===== src/design/tsm_pkg.sv =====
// Shared types and constants of the timestamp stream merger.
// Used by tsm_cell and timestamp_stream_merger_unit; no dependencies.
package tsm_pkg;

  localparam int MaxStreams = 64;
  localparam int IdxW       = (MaxStreams > 1) ? $clog2(MaxStreams) : 1;
  localparam int IdW        = 6;
  localparam int ClkW       = 64;
  localparam int DeltaW     = 63;
  localparam int CntW       = $clog2(MaxStreams + 1);
  localparam int InDataW    = 72;
  localparam int OutDataW   = 136;

  typedef enum logic {
    KIND_LOAD = 1'b0,
    KIND_STEP = 1'b1
  } kind_e;

  typedef enum logic [1:0] {
    STATUS_POP   = 2'd0,
    STATUS_EMPTY = 2'd1,
    STATUS_BACK  = 2'd2
  } status_e;

  // Write broadcast to all cells.
  typedef struct packed {
    logic            en;
    logic            set;
    logic [IdxW-1:0] idx;
    logic [ClkW-1:0] clk;
  } wr_cmd_t;

  // Running minimum handed from cell to cell.
  typedef struct packed {
    logic            vld;
    logic [IdxW-1:0] idx;
    logic [ClkW-1:0] clk;
  } best_t;

endpackage


===== src/design/tsm_cell.sv =====
// One stream slot: head clock, pending flag and one stage of the minimum chain.
// Depends on tsm_pkg.
module tsm_cell (
  input  logic                  clk_i,
  input  logic                  rst_ni,
  input  logic [tsm_pkg::IdxW-1:0] cell_idx_i,
  input  tsm_pkg::wr_cmd_t      wr_i,
  input  tsm_pkg::best_t        best_i,
  output tsm_pkg::best_t        best_o
);
  import tsm_pkg::*;

  logic            hit;
  logic            vld_q;
  logic [ClkW-1:0] clk_q;
  logic            mine;
  best_t           best_d;
  best_t           best_q;

  assign hit = wr_i.en && (wr_i.idx == cell_idx_i);

  always_ff @(posedge clk_i or negedge rst_ni) begin
    if (!rst_ni) begin
      vld_q <= 1'b0;
    end else if (hit) begin
      vld_q <= wr_i.set;
    end
  end

  always_ff @(posedge clk_i) begin
    if (hit && wr_i.set) begin
      clk_q <= wr_i.clk;
    end
  end

  // ties go to the lower stream number
  assign mine = vld_q && (!best_i.vld || ($signed(clk_q) <= $signed(best_i.clk)));

  always_comb begin
    if (mine) begin
      best_d.vld = 1'b1;
      best_d.idx = cell_idx_i;
      best_d.clk = clk_q;
    end else begin
      best_d = best_i;
    end
  end

  always_ff @(posedge clk_i or negedge rst_ni) begin
    if (!rst_ni) begin
      best_q <= '0;
    end else begin
      best_q <= best_d;
    end
  end

  assign best_o = best_q;

endmodule


===== config.mk =====
export PLATFORM = sky130hd
export DESIGN_NAME = tsm_cell
export DESIGN_NICKNAME = d
export VERILOG_FILES = /design/src/design/tsm_pkg.sv /design/src/design/tsm_cell.sv
export SDC_FILE = /design/constraint.sdc
export NUM_CORES = 1
export LEC_CHECK = 0
export BUFFER_PORTS_ARGS = -buffer_cell sky130_fd_sc_hd__buf_2
export CORE_MARGIN = 1
export CORE_UTILIZATION = 48
export CTS_CLUSTER_DIAMETER = 50
export DETAILED_ROUTE_END_ITERATION = 12
export PLACE_DENSITY = 0.72
export SLEW_MARGIN = 0
export SYNTH_ARGS = -nofsm -noshare
export SYNTH_HDL_FRONTEND = slang
export SYNTH_SLANG_ARGS = --single-unit

===== constraint.sdc =====
create_clock -name clk_i -period 4.2 [get_ports clk_i]
set_clock_uncertainty 0.2 [all_clocks]
set_input_delay 0.63 -clock clk_i [delete_from_list [all_inputs] [get_ports clk_i]]
set_output_delay 0.63 -clock clk_i [all_outputs]
set_load 0.01 [all_outputs]

==> impl_metrics.csv <==
group,metric,value,unit
status,status,"complete, no violations",
grt,antenna_found_initial,4,
timing,drv_slew,0,
clocking,post-cts-setup-buffers,0,
timing,min_period,3.753,ns
power_and_ir_drop,pwr-share-clk,0.340,
clocking,clk_pin_slew,0.06,ns
timing,setup_ws,0.4466,ns
floorplan,dieArea,20720,um2
setup_path,crit_type,"flop to flop",
routing,wl_per_cell,19.81,um
clocking,numClockSinks,136,
setup_path,path_cells,"ha_1 > nand4_1 > nor4_1 > nand3_1 > o211ai_1 > or3_2 > buf_4 > o2111ai_1 > o2111a_1 > o211ai_1",
timing,tightest_slew,0.9290,ns
placed_design,gp_congestion,0.8334,
synthesis,synth_cells,1076,
grt,grt_pass1_vias,9059,
synthesis,ys_ff_latch,136,
layout,fin_area,11570,um2
synthesis,yosysTopAreaCellShare,0.1987,
synthesis,yosys_warnings,0,
clocking,htreeDepth,4,
power_and_ir_drop,switching_share,0.3146,
clocking,post_cts_resized,0,
synthesis,ys_seq_area_frac,0.3850,
routing,drcViolationCount,0,
setup_path,cp_top_family,"simple AND/OR/NAND/NOR gates",
layout,fill_cells,1761,
placed_design,port_buffers,221,
timing,timing.final.hold_violations,0,
layout,final_core_util,0.5908,
layout,final_nets,1442,
synthesis,avgSynthCellArea,8.989,um2
floorplan,start_util,0.4937,
synthesis,yosysUniqueCellTypes,43,
synthesis,synthesis.area,9672,um2
floorplan,die_y,144.0,um
routing,final_antenna_net_count,0,
grt,grt_max_degree,85,
clocking,clockRootBuffer,"clkbuf_16",
power_and_ir_drop,switchingPower,1.264,mW
worst_hold_path,hp-class,"input port to asynchronous set/reset pin",
timing,rsz0062_at_grt,"no",
setup_path,r2r_end,"best_o[16]$_DFF_PN0_",
timing,setup-violations-final,0,
synthesis,ys.flop_type,"dfrtp_1",
layout,area.growth.synth_to_final,19.66,%
grt,overflow,0,
routing,vias_per_cell,6.437,
setup_path,arrival,3.87,ns
power_and_ir_drop,powerDensity,347.1,nW/um2
timing,finalSetupTns,0,ns
setup_path,cpMostUsedCell,"o211ai_1",
clocking,cts_made_buffers,17,
floorplan,core.rowCount,51,
routing,vias,9714,
clocking,cts_tree,"built",
synthesis,synth_area_leaders,"edfxtp_1 20%, dfrtp_1 19%, ha_1 8.3%",
setup_path,critical_path.max_stage_delay,0.68,ns
routing,wirelength,29890,um
setup_path,ff2ff_setup_slack,0.45,ns
power_and_ir_drop,internal_power,2.754,mW
setup_path,critPathMaxFanout,63,
synthesis,synth_nets,1291,
power_and_ir_drop,power_frac_comb,0.260,
power_and_ir_drop,sequentialPowerShare,0.399,
grt,grt_pass1_wl,46510,um
setup_path,rr_startpoint,"clk_q[61]$_DFFE_PP_",
floorplan,core_area,19590,um2
setup_path,path_buf_inv,1,
placed_design,dp_hpwl,18490,um
timing,slew_headroom,0.3807,
synthesis,synth_edf_count,64,
layout,layout-drive-gt1-share,0.2331,
setup_path,end_kind,"flop",
routing,drtIter0Drc,909,
placed_design,place_area,11040,um2
floorplan,ios,222,
setup_path,crit_required,4.32,ns
routing,dr.pass1.iters,6,
floorplan,die_x,144.0,um
setup_path,worst-r2r-cell-count,10,
timing,finalCritPeriodShare,0.8937,
clocking,worstSkewPairLatency,0.43,ns
clocking,cts_buffer_depth,2,
setup_path,critPathLaunchType,"flop",
power_and_ir_drop,vdd.ir_drop.worst,0.2673,mV
setup_path,crit_slowest_cell,"buf_4",
synthesis,synthArstFlopShare,0.5294,
synthesis,yosys.area.top_type,"edfxtp_1",
flow_run,cap_violations,0,
power_and_ir_drop,p_leak,4.414,nW
placed_design,place_ws,0.1831,ns
clocking,ctsHoldBuffers,0,
timing,fmax,266.4,MHz
grt,grtUsageTotal,0.2875,
## cells by family after synthesis
family | synth area share
buf+inv | 0.07943
compound gates | 0.2158
fa+ha+maj | 0.08279
simple gates | 0.2243
flops | 0.3850
xor+xnor | 0.005433
mux | 0.007245
## synthesized netlist by cell type, types with 8 or more instances
master and number:
nand3_1 157, nand2_1 84, o2111a_1 63, inv_1 75, buf_2 13, ha_1 64, o21ai_0 14, a21oi_1 26
o2111ai_1 63, clkbuf_1 103, edfxtp_1 64, nor3_1 65, or3_1 8, nor2_1 9, dfrtp_1 72, nand4_1 77
o211ai_1 65
## power groups by stage
| stage | Combinational [mW] | Clock (mW) | Sequential [mW] |
|---|---|---|---|
| finish | 1.05 | 1.37 | 1.60 |
| global route | 1.14 | 1.43 | 1.62 |
| CTS | 1.04 | 1.38 | 1.60 |
| detailed placement | 1.03 | 0 | 1.62 |
| global placement | 1.02 | 0 | 1.63 |
| floorplan | 0.554 | 0 | 1.68 |
## worst max path at each step
| stage | from | to | slack, ns | depth (start not counted) |
|---|---|---|---|---|
| 2_1_floorplan | cell_idx_i[2] | clk_q[0]$_DFFE_PP_ | 0.53 | 3 |
| 3_3_place_gp | best_i[47] | best_o[64]$_DFF_PN0_ | 0.16 | 11 |
| 3_5_place_dp | best_i[47] | best_o[68]$_DFF_PN0_ | 0.18 | 11 |
| 4_1_cts | clk_q[61]$_DFFE_PP_ | best_o[1]$_DFF_PN0_ | 0.49 | 10 |
| 5_1_grt | clk_q[61]$_DFFE_PP_ | best_o[16]$_DFF_PN0_ | 0.22 | 10 |
| 6_report | clk_q[61]$_DFFE_PP_ | best_o[16]$_DFF_PN0_ | 0.45 | 10 |
## stage by stage
step	instances	total power [mW]	hold slack, ns
4_1_cts	1505	4.026	0.1070
6_report	1509	4.018	0.08339
3_3_place_gp	1473	2.650	0.3728
2_1_floorplan	1076	2.239	0.1344
5_1_grt	1507	4.190	0.1458
3_5_place_dp	1473	2.658	0.3841
## placed cells by master, fill, tap and decap left out, types with 3 or more instances in the layout
master / n
buf_2: 220
nand3_1: 157
nand2_1: 84
nand4_1: 77
inv_1: 75
dfrtp_1: 71
nor3_1: 65
o211ai_1: 65
edfxtp_1: 64
o2111ai_1: 63
o2111a_1: 63
ha_1: 63
a21oi_1: 26
buf_4: 22
clkbuf_16: 17
o21ai_0: 14
nor2_1: 9
buf_12: 9
or3_1: 7
mux2i_1: 7
or4b_1: 7
xnor2_1: 5
clkinv_2: 5
diode_2: 4
clkbuf_1: 4
nor4_1: 3
a21o_1: 3
clkinv_1: 3
## metal layers
layer,global-route usage,vias up,part of all wire
met3,0.04765,56,0.080
li1,-,4505,-
met1,0.3818,4667,0.42
met5,0,-,0
met4,0.1170,0,0.021
met2,0.4635,486,0.47
## cell type report
| cell class | instances | area [um2] | area share |
|---|---|---|---|
| multi-input combinational | 746 | 5254 | 0.4539 |
| sequential | 136 | 3727 | 0.3221 |
| timing repair buffer | 251 | 1446 | 0.1250 |
| clock buffer | 21 | 440.4 | 0.03805 |
| tap | 265 | 331.6 | 0.02865 |
| inverter | 75 | 281.5 | 0.02432 |
| clock inverter | 11 | 82.58 | 0.007135 |
| antenna | 4 | 10.01 | 0.0008649 |
## registers in the layout (all words and copies together), names as in the netlist
signal,cells
clk_q,64
best_o,71
vld_q,1
(Power assumes the default switching activity.)
